### src/hw/rtl/tirb_pkg.sv
// Types and constants shared by the timer and interrupt register block.
package tirb_pkg;

  typedef enum logic [1:0] {
    KIND_TICK  = 2'd0,
    KIND_READ  = 2'd1,
    KIND_WRITE = 2'd2
  } kind_t;

  localparam logic [31:0] ADDR_UART  = 32'hD000_0000;
  localparam logic [31:0] ADDR_FREE  = 32'hD100_0000;
  localparam logic [31:0] ADDR_MCNT  = 32'hD100_0004;
  localparam logic [31:0] ADDR_MVAL  = 32'hD100_0014;
  localparam logic [31:0] ADDR_CTRL  = 32'hD100_0020;
  localparam logic [31:0] ADDR_STAT  = 32'hD100_0024;
  localparam logic [31:0] ADDR_DEBUG = 32'hE000_0000;
  localparam logic [31:0] ADDR_STOP  = 32'hF000_0000;

  localparam int CTRL_MATCH_BIT = 1;
  localparam int IRQ_BIT        = 10;
  localparam int FIRQ_BIT       = 11;

  localparam logic [31:0] MATCH_VALUE_RESET = 32'hFFFF_FFFF;

  typedef struct packed {
    logic [1:0]  kind;
    logic [31:0] address;
    logic [31:0] write_data;
  } cmd_item_t;

  typedef struct packed {
    logic [31:0] read_data;
    logic        irq;
    logic        firq;
    logic        uart_valid;
    logic [7:0]  uart_byte;
    logic        debug_valid;
    logic [31:0] debug_value;
    logic        halt;
    logic        write_rejected;
  } rsp_item_t;

endpackage

### src/hw/rtl/timer_irq_register_block.sv
// Timer, interrupt status and bus-mapped peripheral registers.
// The result of an accepted item appears in the output register in the following cycle.
// Throughput: one item per cycle; cmd_stall rises only while a held result is stalled.
// Reset (rst, synchronous, active high): both counters, control and status clear,
// match value goes to all ones, the output register empties.
module timer_irq_register_block
  import tirb_pkg::*;
(
  input  logic      clk,
  input  logic      rst,
  input  logic      cmd_valid,
  output logic      cmd_stall,
  input  cmd_item_t cmd,
  output logic      rsp_valid,
  input  logic      rsp_stall,
  output rsp_item_t rsp
);

  logic [31:0] free_count, free_count_next;
  logic [31:0] match_count, match_count_next;
  logic [31:0] match_value, match_value_next;
  logic [31:0] control_word, control_word_next;
  logic [1:0]  status_bits, status_bits_next;
  rsp_item_t   result;
  logic        accept;

  assign cmd_stall = rsp_valid && rsp_stall;
  assign accept    = cmd_valid && !cmd_stall;

  always_comb begin
    free_count_next   = free_count;
    match_count_next  = match_count;
    match_value_next  = match_value;
    control_word_next = control_word;
    status_bits_next  = status_bits;
    result            = '0;
    case (cmd.kind)
      KIND_TICK: begin
        free_count_next = free_count + 32'd1;
        if (control_word[CTRL_MATCH_BIT] && (match_count >= match_value)) begin
          status_bits_next = 2'b11;
          match_count_next = '0;
        end else begin
          match_count_next = match_count + 32'd1;
        end
      end
      KIND_READ: begin
        case (cmd.address)
          ADDR_FREE: result.read_data = free_count;
          ADDR_MCNT: result.read_data = match_count;
          ADDR_MVAL: result.read_data = match_value;
          ADDR_CTRL: result.read_data = control_word;
          ADDR_STAT: result.read_data = {20'd0, status_bits, 10'd0};
          default:   result.read_data = '0;
        endcase
        result.halt = (cmd.address == ADDR_STOP);
      end
      KIND_WRITE: begin
        if (cmd.address == ADDR_UART) begin
          result.uart_valid = 1'b1;
          result.uart_byte  = cmd.write_data[7:0];
        end else if (cmd.address inside {ADDR_FREE, ADDR_MCNT}) begin
          result.write_rejected = 1'b1;
        end else if (cmd.address == ADDR_MVAL) begin
          match_value_next = cmd.write_data;
        end else if (cmd.address == ADDR_CTRL) begin
          control_word_next = cmd.write_data;
          if (cmd.write_data[CTRL_MATCH_BIT]) begin
            match_count_next = '0;
            status_bits_next = '0;
          end
        end else if (cmd.address == ADDR_STAT) begin
          status_bits_next = status_bits & ~cmd.write_data[FIRQ_BIT:IRQ_BIT];
        end else if (cmd.address == ADDR_DEBUG) begin
          result.debug_valid = 1'b1;
          result.debug_value = cmd.write_data;
        end else if (cmd.address == ADDR_STOP) begin
          result.halt = 1'b1;
        end
      end
      default: begin
      end
    endcase
    result.irq  = control_word_next[IRQ_BIT] && status_bits_next[0];
    result.firq = control_word_next[FIRQ_BIT] && status_bits_next[1];
  end

  always_ff @(posedge clk) begin
    if (rst) begin
      free_count   <= '0;
      match_count  <= '0;
      match_value  <= MATCH_VALUE_RESET;
      control_word <= '0;
      status_bits  <= '0;
      rsp_valid    <= 1'b0;
    end else if (accept) begin
      free_count   <= free_count_next;
      match_count  <= match_count_next;
      match_value  <= match_value_next;
      control_word <= control_word_next;
      status_bits  <= status_bits_next;
      rsp_valid    <= 1'b1;
    end else if (!rsp_stall) begin
      rsp_valid <= 1'b0;
    end
  end

  always_ff @(posedge clk) begin
    if (accept) begin
      rsp <= result;
    end
  end

endmodule

### config.mk
export PLATFORM = sky130hd
export DESIGN_NAME = timer_irq_register_block
export DESIGN_NICKNAME = d
export VERILOG_FILES = /design/src/hw/rtl/tirb_pkg.sv /design/src/hw/rtl/timer_irq_register_block.sv
export SDC_FILE = /design/constraint.sdc
export NUM_CORES = 1
export LEC_CHECK = 0
export BUFFER_PORTS_ARGS = -buffer_cell sky130_fd_sc_hd__buf_2
export CAP_MARGIN = 5
export CELL_PAD_IN_SITES_DETAIL_PLACEMENT = 1
export CELL_PAD_IN_SITES_GLOBAL_PLACEMENT = 1
export CORE_MARGIN = 2
export CORE_UTILIZATION = 44
export CTS_CLUSTER_DIAMETER = 40
export DETAILED_ROUTE_END_ITERATION = 10
export PLACE_DENSITY_LB_ADDON = 0.1
export RECOVER_POWER = 25
export SLEW_MARGIN = 0
export SYNTH_ARGS = -nofsm -noshare
export SYNTH_HDL_FRONTEND = slang
export SYNTH_SLANG_ARGS = --single-unit
### constraint.sdc
create_clock -name clk -period 4.4 [get_ports clk]
set_clock_uncertainty 0.2 [all_clocks]
set_input_delay 0.88 -clock clk [delete_from_list [all_inputs] [get_ports clk]]
set_output_delay 0.88 -clock clk [all_outputs]
set_load 0.01 [all_outputs]
# After elaboration in Yosys (flattened, before gate mapping)
# Cells that the tools add are included.
dict set report totals {
  elab_cells 93
  output_inout_bits 80
  in_bits 70
  ff_bits 209
}
dict set report op_classes {
  eq_ne 16
  add_sub_neg 2
  order_cmp 1
  bitwise_logic 7
  muxes 34
  reduce_logical 17
}
# cell n
set ops {}
lappend ops {{$eq 32x32->1 const B} 8}
lappend ops {{$mux 32} 6}
lappend ops {{$pmux 32 s5} 1}
lappend ops {{$add 32x1->32 const B} 2}
lappend ops {{$pmux 32 s2} 1}
lappend ops {{$mux 12} 5}
lappend ops {{$mux 33} 1}
lappend ops {{$ge 32x32->1} 1}
lappend ops {{$mux 2} 8}
lappend ops {{$ne 2x2->1 const B} 5}
lappend ops {{$mux 1} 9}
lappend ops {{$mux 9} 1}
lappend ops {{$reduce_and 7->1} 1}
lappend ops {{$reduce_or 7->1} 1}
lappend ops {{$reduce_and 6->1} 1}
lappend ops {{$reduce_or 6->1} 1}
lappend ops {{$logic_and 1x1->1} 5}
lappend ops {{$not 1->1} 5}
lappend ops {{$reduce_and 5->1} 1}
lappend ops {{$pmux 2 s2} 1}
lappend ops {{$reduce_and 2->1} 2}
lappend ops {{$reduce_bool 2->1} 2}
lappend ops {{$and 2x2->2} 1}
lappend ops {{$eq 2x1->1 const B} 1}
lappend ops {{other kinds (7)} 7}

# Logic depth before layout (Yosys ltp)
# Gate-level depths: netlist of run 1.
dict set report logic_depth {
  depth_word 9
  ltp_mapped 11
  depth_no_buf 9
}

# Least setup slack after synthesis of run 1
# OpenSTA, ideal clock, no wires.
dict set report synth_timing {
  kind {in2reg}
  start {in rsp_stall}
  end {reg free_count[22]}
  path_buffers 1
  arrival_ps 3642
  path_stages 10
  setup_ps 128
  slack_ps 431
  cell_sequence {and2_1 > nand2b_1 > inv_1 > buf_2 > nand4_1 > or2_2 > nor2_1 > and4_1 > xnor2_1 > nor2_1}
}
dict set report synth_between {
  elab_chain_cells 4
}
# element line
set synth_lines {}
lappend synth_lines {{start: declaration} timer_irq_register_block.sv:15} ;# input logic rsp_stall,
lappend synth_lines {{$logic_and 1x1->1} timer_irq_register_block.sv:27} ;# assign cmd_stall = rsp_valid && rsp_stall;
lappend synth_lines {{$logic_not 1->1} timer_irq_register_block.sv:28} ;# assign accept = cmd_valid && !cmd_stall;
lappend synth_lines {{$logic_and 1x1->1} timer_irq_register_block.sv:28}
lappend synth_lines {{via accept} timer_irq_register_block.sv:25} ;# logic accept;
lappend synth_lines {{$reduce_and 2->1 (no line)} --}
lappend synth_lines {{end signal: assignment} timer_irq_register_block.sv:97} ;# free_count <= free_count_next;
lappend synth_lines {{end: declaration} timer_irq_register_block.sv:19} ;# logic [31:0] free_count, free_count_next;
# The timed path passes the listed nets, and every way through them passes these cells.
# A chain may end at the register's enable or synchronous reset.

# Worst setup path after layout of run 1
dict set report layout_timing {
  start {in rsp_stall}
  end {reg rsp[60] (netlist name), enable pin}
}
dict set report layout_between {
  elab_chain_cells 3
}
# element line
set layout_lines {}
lappend layout_lines {{$logic_and 1x1->1} timer_irq_register_block.sv:27}
lappend layout_lines {{$logic_not 1->1} timer_irq_register_block.sv:28}
lappend layout_lines {{$logic_and 1x1->1} timer_irq_register_block.sv:28}
lappend layout_lines {{end signal: assignment} timer_irq_register_block.sv:110} ;# rsp <= result;
lappend layout_lines {{end: declaration} timer_irq_register_block.sv:16} ;# output rsp_item_t rsp
# No other way between the ends.

==> results of run 1 <==
## power by group through the flow
stage / clock network, W / logic [W] / registers (W)
3_5_place_dp: 0 / 0.000186 / 0.00209
4_1_cts: 0.00288 / 0.000188 / 0.00206
5_1_grt: 0.00296 / 0.000189 / 0.00206
6_report: 0.00284 / 0.000173 / 0.00206
2_1_floorplan: 0 / 0.0000546 / 0.00211
3_3_place_gp: 0 / 0.000183 / 0.00209
## cell usage after synthesis, types with 3 or more instances
library cell / number
nand2_1: 137
dfxtp_1: 131
nor2_1: 109
a21oi_1: 87
edfxtp_1: 78
inv_1: 47
and2_1: 46
xnor2_1: 38
clkbuf_1: 37
ha_1: 37
a211o_1: 32
a222oi_1: 32
nor4_1: 23
nand3_1: 20
xor2_1: 18
nand4_1: 15
buf_2: 11
o21ai_0: 11
nor3_1: 10
and3_1: 9
and4_1: 9
or3_1: 5
buf_4: 4
nor2b_1: 4
or2_2: 4
or4_1: 4
a221oi_1: 3
buf_6: 3
mux2i_1: 3
nand2b_1: 3
nor3b_1: 3
nor4b_1: 3
## critical path, cell delays in order
cell	delay [ns]
buf_2	0.09
and2_0	0.18
nand2b_1	0.26
clkinvlp_2	0.32
clkbuf_1	1.70
## layout make-up
| type | instances | area, sq um | share of cell area |
|---|---|---|---|
| Timing Repair Buffer | 169 | 816 | 0.0687 |
| Inverter | 47 | 178 | 0.0150 |
| Tap cell | 280 | 350 | 0.0295 |
| Clock inverter | 15 | 201 | 0.0170 |
| Clock buffer | 48 | 1040 | 0.0873 |
| Multi-Input combinational cell | 693 | 4330 | 0.364 |
| Sequential cell | 209 | 4960 | 0.418 |
## cell families (layout without fill, tap and decap cells)
kind of cell	Yosys count	count (layout)
compound gates	180	180
xor+xnor	56	56
fa+ha+maj	37	37
buf+inv	103	279
flops	209	209
mux	3	3
simple gates	417	417
## through the flow
step / cell area [sq um] / power [W] / std cells / worst slack [ns]
after floorplan: 9710 / 0.00217 / 1005 / 0.431
after global placement: 10800 / 0.00228 / 1398 / 0.946
after detailed placement: 10800 / 0.00228 / 1398 / 0.882
after CTS: 12000 / 0.00512 / 1461 / 1.07
after global routing: 11900 / 0.00521 / 1461 / 0.590
final: 11900 / 0.00507 / 1461 / 0.797
## worst paths after layout
path | to | from | depth (start not counted) | slack [ns]
worst min register to register | control_word[8] | control_word[8] | 2 | 0.25
worst max register to register | rsp[60] | rsp_valid | 4 | 0.98
worst min-delay path | control_word[8] | control_word[8] | 2 | 0.25
worst max-delay path | rsp[60] | rsp_stall | 5 | 0.80
## routing by layer
| metal | up-vias | wire, microns | GRT usage | part of all wire |
|---|---|---|---|---|
| li1 | 3887 | - | - | - |
| met1 | 4016 | 13000 | 0.325 | 0.46 |
| met2 | 274 | 13100 | 0.407 | 0.46 |
| met3 | 51 | 1820 | 0.0441 | 0.064 |
| met4 | 0 | 502 | 0.0631 | 0.018 |
| met5 | - | 0 | 0 | 0 |
## flip-flops by register name (all words and copies together) (netlist names)
register and count:
rsp_valid 1, match_value 32, match_count 32, control_word 32
status_bits 2, free_count 32, rsp 78
## layout by cell type, fill, tap and decap left out, drive strengths merged, types with 20 or more instances in the layout
| master | netlist | final |
|---|---|---|
| nand2 | 137 | 137 |
| dfxtp | 131 | 131 |
| clkbuf | 37 | 129 |
| nor2 | 109 | 109 |
| a21oi | 88 | 88 |
| buf | 19 | 88 |
| edfxtp | 78 | 78 |
| inv | 47 | 50 |
| and2 | 46 | 46 |
| xnor2 | 38 | 38 |
| ha | 37 | 37 |
| a222oi | 32 | 32 |
| a211o | 32 | 32 |
| nor4 | 24 | 24 |
| nand3 | 20 | 20 |
==> flow_summary.toml, run 1 <==
[pwr]
p_sw_w = 0.00113
power_density_mw_per_mm2 = 427
pwr-share-clk = 0.560
power_frac_comb = 0.034
swShare = 0.223
seqPwrFrac = 0.406
p_int_w = 0.00394
ir_drop_uv = 280
p_leak_nw = 4.43

[clocking]
cts_buffers = 35
clockBufferDepth = 3
cts-htree-levels = 2
cts_setup_buffers = 0
cts.clk_slew.worst_paths_ns = 0.05
root_buffer = "clkbuf_16"
ctsHoldBuffers = 0
cts_tree = "built"
post_cts_resize_count = 0
insertion_delay_ns = 0.51
cts_sinks = 209

[die]
core_sq_mm = 0.0218
die_w_microns = 153
fp.dieH_microns = 153
rows = 54
die-area_sq_mm = 0.0233
start_util = 0.446
ioPinCount = 150

[detailed_routing]
wl_per_cell_microns = 19.5
vias_per_cell = 5.63
route.detailed.drc = 0
routed_wl_microns = 28500
first_pass_iters = 7
num_vias = 8228
antenna_left = 0
dr.first_iter.drc_count = 680

[synthesis]
synth_compound_area_frac = 0.129
yosysSeqAreaShare = 0.511
synth_top_family_by_area = "simple AND/OR/NAND/NOR gates"
yosys_warnings = 0
postSynthCellCount = 1005
synth_edf_count = 78
syn-num-nets = 1112
netlist_area_sq_mm = 0.00971
synth-simple-area-share = 0.213
yosysTopAreaCellShare = 0.270
ys_top_cells_by_area = "dfxtp_1 (27%), edfxtp_1 (24%), nand2_1 (5.3%)"
synthAdderAreaFrac = 0.0477
synth_cell_type_count = 55
ys_ff_latch = 209
avgSynthCellArea_sq_um = 9.66
ys.flop_type = "dfxtp_1"
synth_area_leader_cell = "dfxtp_1"
synth-async-reset-ratio = 0
synth_mux_area_frac = 0.00309
synthXorXnorAreaFrac = 0.0505

[place]
portBuffers = 149
gp_congestion = 0.790
place_hpwl_microns = 18800

[worst_setup_path]
start_kind = "input pin"
critPathCaptureType = "register"
critical_path_class = "in2reg"
critical_path_required_ns = 4.27
crit_path_max_fanout = 39
arrival_ns = 3.47

[global_route]
grtUsageTotal = 0.242
overflow = 0
antenna_found_initial = 0
grt_pass1_wl_microns = 45700
grt_pass1_vias = 8554
grt_max_degree = 86

[finish]
n_fill_cell = 2516
fin_util = 0.546
drive_gt1_frac = 0.140
final_nets = 1262
antenna_cells = 0
area.growth.synth_to_final_pct = 22.3

[timing]
maxSlewHeadroom = -0.564
hold_violations = 0
hold_ws_ns = 0.251
rsz0062_at_grt = "false"
fin_crit_ns = 3.60
fmax_mhz = 278
worst_pin_slew_ns = 2.35
fin_tns_setup_ns = 0
slew_viol_final = 126
period_share = 0.819
setup_viol = 0

[outcome]
status = "complete, but fails checks"
violations = "capacitance limit, slew limit"

[job]
maxCapViolCount = 2

[worst_hold_path]
hold_path_class = "reg2reg"
Power figures use the tool's default switching activity.
==> inputs of run 2 (changes only) <==
--- a/config.mk
+++ b/config.mk
@@ -10,7 +10,7 @@
 export CELL_PAD_IN_SITES_DETAIL_PLACEMENT = 1
 export CELL_PAD_IN_SITES_GLOBAL_PLACEMENT = 1
 export CORE_MARGIN = 2
-export CORE_UTILIZATION = 44
+export CORE_UTILIZATION = 40
 export CTS_CLUSTER_DIAMETER = 40
 export DETAILED_ROUTE_END_ITERATION = 10
 export PLACE_DENSITY_LB_ADDON = 0.1
==> constraint.sdc (replaced) <==
create_clock -name clk -period 2.88 [get_ports clk]
set_clock_uncertainty 0.2 [all_clocks]
set_input_delay 0.576 -clock clk [delete_from_list [all_inputs] [get_ports clk]]
set_output_delay 0.576 -clock clk [all_outputs]
set_load 0.01 [all_outputs]
==> run 2 against run 1 <==
Hold slack worse by 0.14 ns; global-route usage down 0.84 points; critical endpoint is now status_bits[1]; non-clock buffer count up 53; power grew 54%; the run now ends clean; wire length rose by 4.3%; sequential power increased by 52%; sequential share of layout area decreased by 2.3 points; clock-buffer cell count shrank 4; clock power is 55% higher.
==> flow_summary.toml, run 2 (synthesis gave the netlist of run 1 again) <==
[timing]
hold_ws_ns = 0.109
worst_pin_slew_ns = 0.744
hold_violations = 0
maxSlewHeadroom = 0.504
fmax_mhz = 361
rsz0062_at_grt = "true"
slew_viol_final = 0
fin_crit_ns = 2.77
period_share = 0.961
worst_slack_ns = 0.111
setup_viol = 0

[clocking]
cts-htree-levels = 2
cts_tree = "built"
insertion_delay_ns = 0.52
cts_sinks = 209
ctsHoldBuffers = 0
cts_buffers = 39
clockBufferDepth = 3
root_buffer = "clkbuf_16"
cts.clk_slew.worst_paths_ns = 0.05

[worst_setup_path]
crit_path_max_fanout = 3
critical_path_required_ns = 3.08
slowest_delay_ns = 0.45
cp_num_buf_inv = 1
reg2reg_depth = 9
start_kind = "register"
crit_family = "simple AND/OR/NAND/NOR gates"
timing.rr.end = "status_bits[1]"
arrival_ns = 2.97
critPathCaptureType = "register"
r2r-start = "match_value[14]"
startpoint = "match_value[14]"
r2r_slack_ns = 0.11
critical_path_class = "reg2reg"
crit_slowest_cell = "or4_4"
path_cells = "inv_1 -> ha_1 -> and4_2 -> o211ai_1 -> or4_4 -> a31oi_4 -> o31ai_1 -> or2_2 -> a221oi_1"
cp-endpoint = "status_bits[1]"
crit_cells = 9

[die]
start_util = 0.403
die_w_microns = 160
fp.dieH_microns = 160
die-area_sq_mm = 0.0255
rows = 57
core_sq_mm = 0.0241
ioPinCount = 150

[detailed_routing]
route.detailed.drc = 0
wl_per_cell_microns = 19.0
antenna_left = 0
routed_wl_microns = 29700
num_vias = 8414
dr.first_iter.drc_count = 481
vias_per_cell = 5.38
first_pass_iters = 7

[global_route]
grt_use_met1 = 0.323
grt_pass1_vias = 8765
grt_use_met2 = 0.384
grt_util_met3 = 0.0439
overflow = 0
grt_max_degree = 57
grt_pass1_wl_microns = 47900
busiest_layer = "met2"
antenna_found_initial = 0
grtUsageTotal = 0.234

[worst_hold_path]
hold_path_class = "in2reg"

[finish]
final_nets = 1319
top_register = "rsp"
mostFrequentLayoutCells = "nand2_1 (137), dfxtp_1 (131), buf_2 (109)"
drive_gt1_frac = 0.215
largest_register_ffs = 78
final_cell_area_sq_mm = 0.0126
n_fill_cell = 2781
area.growth.synth_to_final_pct = 29.3
antenna_cells = 0
fin_util = 0.521
final_common_cell = "nand2_1"

[place]
gp_congestion = 0.822
place_hpwl_microns = 20600
placed_area_sq_mm = 0.0113
portBuffers = 149
preCtsSetupSlack_ns = -0.251

[outcome]
status = "completed"

[pwr]
power_density_mw_per_mm2 = 624
ir_drop_uv = 381
p_leak_nw = 4.88
power_w = 0.00783

[job]
maxCapViolCount = 0
run 2: cell types whose count changed in the layout (fill, tap and decap cells not counted), sizes merged:
cell,change
buf,+91
bufinv,-1
clkbuf,-42
clkinv,+8
inv,+4
run 2: worst min path at each step:
stage	slack [ns]	from	endpoint	depth (start not counted)
floorplan	0.23	control_word[0]	control_word[0]	2
global placement	0.24	control_word[13]	control_word[13]	2
detailed placement	0.25	control_word[16]	control_word[16]	2
CTS	0.09	cmd_valid	rsp_valid	3
global route	0.10	cmd[9]	match_value[9]	2
finish	0.11	cmd[4]	match_value[4]	2
run 2: layout make-up:
| type | count | area, sq um | share of cell area |
|---|---|---|---|
| clock buffer | 44 | 1030 | 0.0824 |
| tap | 324 | 405 | 0.0323 |
| clock inverter | 26 | 229 | 0.0182 |
| sequential | 209 | 4960 | 0.395 |
| multi-input combinational | 693 | 4370 | 0.348 |
| inverter | 47 | 178 | 0.0142 |
| timing repair buffer | 222 | 1370 | 0.109 |
run 2: report_power, final:
group          switching, W  total (W)  internal (W)
registers         0.0000174    0.00314       0.00312
clock network       0.00160    0.00440       0.00279
logic              0.000196   0.000297      0.000101
total               0.00182    0.00783       0.00602
run 2: repair_timing:
| item | in CTS | in global routing |
|---|---|---|
| resized for setup | 0 | 6 |
| setup endpoints to repair | 12 | 35 |
| pin swaps | 0 | 1 |
| setup buffers | 0 | 0 |
run 2: metrics by stage:
stage                     TNS (ns)  instances
final                            0       1565
after detailed placement    -20.10       1495
after CTS                   -0.100       1565
after floorplan                  0       1005
after global placement      -13.30       1495
after global routing       -0.0158       1565
run 2: per-layer routing:
| metal | vias to the layer above | share of wire |
|---|---|---|
| li1 | 4010 | - |
| met1 | 4154 | 0.47 |
| met2 | 219 | 0.46 |
| met3 | 31 | 0.054 |
| met4 | 0 | 0.013 |
| met5 | - | 0 |
==> inputs of run 3 (changes only) <==
--- a/config.mk
+++ b/config.mk
@@ -10,8 +10,9 @@
 export CELL_PAD_IN_SITES_DETAIL_PLACEMENT = 1
 export CELL_PAD_IN_SITES_GLOBAL_PLACEMENT = 1
 export CORE_MARGIN = 2
-export CORE_UTILIZATION = 40
+export CORE_UTILIZATION = 35
 export CTS_CLUSTER_DIAMETER = 40
+export CTS_CLUSTER_SIZE = 8
 export DETAILED_ROUTE_END_ITERATION = 10
 export PLACE_DENSITY_LB_ADDON = 0.1
 export RECOVER_POWER = 25
==> run 3 against run 2 <==
Wire length fell by 0.53%; sequential share of layout area down 1.0 points; fmax increased by 1.0%; sequential cell count unchanged; utilization fell by 4.5 points; clock-buffer cell count rose by 13; hold slack lost 0.015 ns; clock power increased by 16%; power grew 8.8%; combinational power down 2%; global-route usage decreased by 2.8 points; critical endpoint unchanged; largest power group unchanged.
==> flow_summary.toml, run 3 (synthesis gave the netlist of run 1 again) <==
[die]
die-area_sq_mm = 0.0291
ioPinCount = 150
fp.dieH_microns = 171
start_util = 0.358
rows = 60
core_sq_mm = 0.0271
die_w_microns = 171

[detailed_routing]
vias_per_cell = 5.14
routed_wl_microns = 29500
num_vias = 8397
wl_per_cell_microns = 18.1
route.detailed.drc = 0
antenna_left = 0
dr.first_iter.drc_count = 572
first_pass_iters = 5

[finish]
n_fill_cell = 3110
final_nets = 1334
largest_register_ffs = 78
area.growth.synth_to_final_pct = 32.7
multiInputGateArea_sq_mm = 0.00439
fin_util = 0.475
top_register = "rsp"
final_common_cell = "nand2_1"
stdcell_count = 1633
final_cell_area_sq_mm = 0.0129
mostFrequentLayoutCells = "nand2_1 (137), dfxtp_1 (131), nor2_1 (108)"
seqCellArea_sq_mm = 0.00496
drive_gt1_frac = 0.191

[timing]
hold_violations = 0
period_share = 0.952
fin_tns_setup_ns = 0
worst_pin_slew_ns = 0.535
setup_viol = 0
hold_ws_ns = 0.0941
fin_crit_ns = 2.74
slew_viol_final = 0
fmax_mhz = 365
maxSlewHeadroom = 0.643

[outcome]
status = "completed"

[worst_setup_path]
r2r_slack_ns = 0.14
cp_num_buf_inv = 1
slowest_delay_ns = 0.45
crit_path_max_fanout = 3
crit_family = "simple AND/OR/NAND/NOR gates"
critPathCaptureType = "register"
start_kind = "register"
arrival_ns = 2.95
critical_path_required_ns = 3.09
path_cells = "inv_1 -> ha_1 -> and4_2 -> o211ai_1 -> or4_4 -> a31oi_4 -> o31ai_1 -> or2_2 -> a221oi_1"
critical_path_class = "reg2reg"
crit_slowest_cell = "or4_4"

[global_route]
grt_pass1_wl_microns = 46700
antenna_found_initial = 0
grt_max_degree = 41
grt_pass1_vias = 8524
grtUsageTotal = 0.205
overflow = 0

[place]
portBuffers = 149
place_hpwl_microns = 20700
placed_area_sq_mm = 0.0114
dp.cells = 1555
gp_congestion = 0.828

[clocking]
cts.clk_slew.worst_paths_ns = 0.05
insertion_delay_ns = 0.52
cts_buffers = 41
cts_sinks = 209
cts_tree = "built"
root_buffer = "clkbuf_16"
cts-htree-levels = 2
clockBufferDepth = 3
ctsHoldBuffers = 0
cts_setup_buffers = 0

[pwr]
ir_drop_uv = 400
power_density_mw_per_mm2 = 661
p_leak_nw = 4.92

[job]
maxCapViolCount = 0

[worst_hold_path]
hold_path_class = "in2reg"
==> run 3: final timing paths <==
path | from | end | depth (start not counted)
max | match_value[14] | status_bits[1] | 9
min | cmd[19] | match_value[19] | 2
max reg2reg | match_value[14] | status_bits[1] | 9
min reg2reg | control_word[7] | control_word[7] | 2
==> run 3: worst register-to-register path, stage by stage (launching register included) <==
cell,delay (ns)
dfxtp_1,0.34
inv_1,0.06
ha_1,0.28
and4_2,0.28
o211ai_1,0.09
or4_4,0.45
a31oi_4,0.23
o31ai_1,0.14
or2_2,0.33
a221oi_1,0.24
==> run 3: per-stage QoR <==
| stage | power (W) | setup slack [ns] |
|---|---|---|
| 2_1_floorplan | 0.00331 | 0.0351 |
| 3_3_place_gp | 0.00349 | -0.230 |
| 3_5_place_dp | 0.00350 | -0.243 |
| 4_1_cts | 0.00865 | 0.00256 |
| 5_1_grt | 0.00879 | -0.00151 |
| 6_report | 0.00852 | 0.139 |
==> run 3: what timing repair did <==
action,4_1_cts,5_1_grt
pin swaps,0,1
gates resized for setup,5,11
gates cloned,0,1
endpoints found under the setup margin,34,35
==> run 3: per-layer routing <==
layer	share of wire	global-route usage
met4	0.018	0.0543
met5	0	0
met3	0.057	0.0326
met2	0.45	0.337
met1	0.47	0.282
==> run 3: layout make-up <==
type / count / area share
clock inverters: 19 / 0.0234
multi-input cells: 693 / 0.340
diodes: 1 / 0.000194
repair buffers: 235 / 0.109
clock buffers: 57 / 0.0916
well taps: 372 / 0.0361
inverters: 47 / 0.0138
flip-flops and latches: 209 / 0.385
==> run 3: where the power goes <==
group	switching, W	internal (W)
Sequential	0.0000158	0.00313
Combinational	0.000193	0.0000970
Clock	0.00153	0.00356
Total	0.00174	0.00678
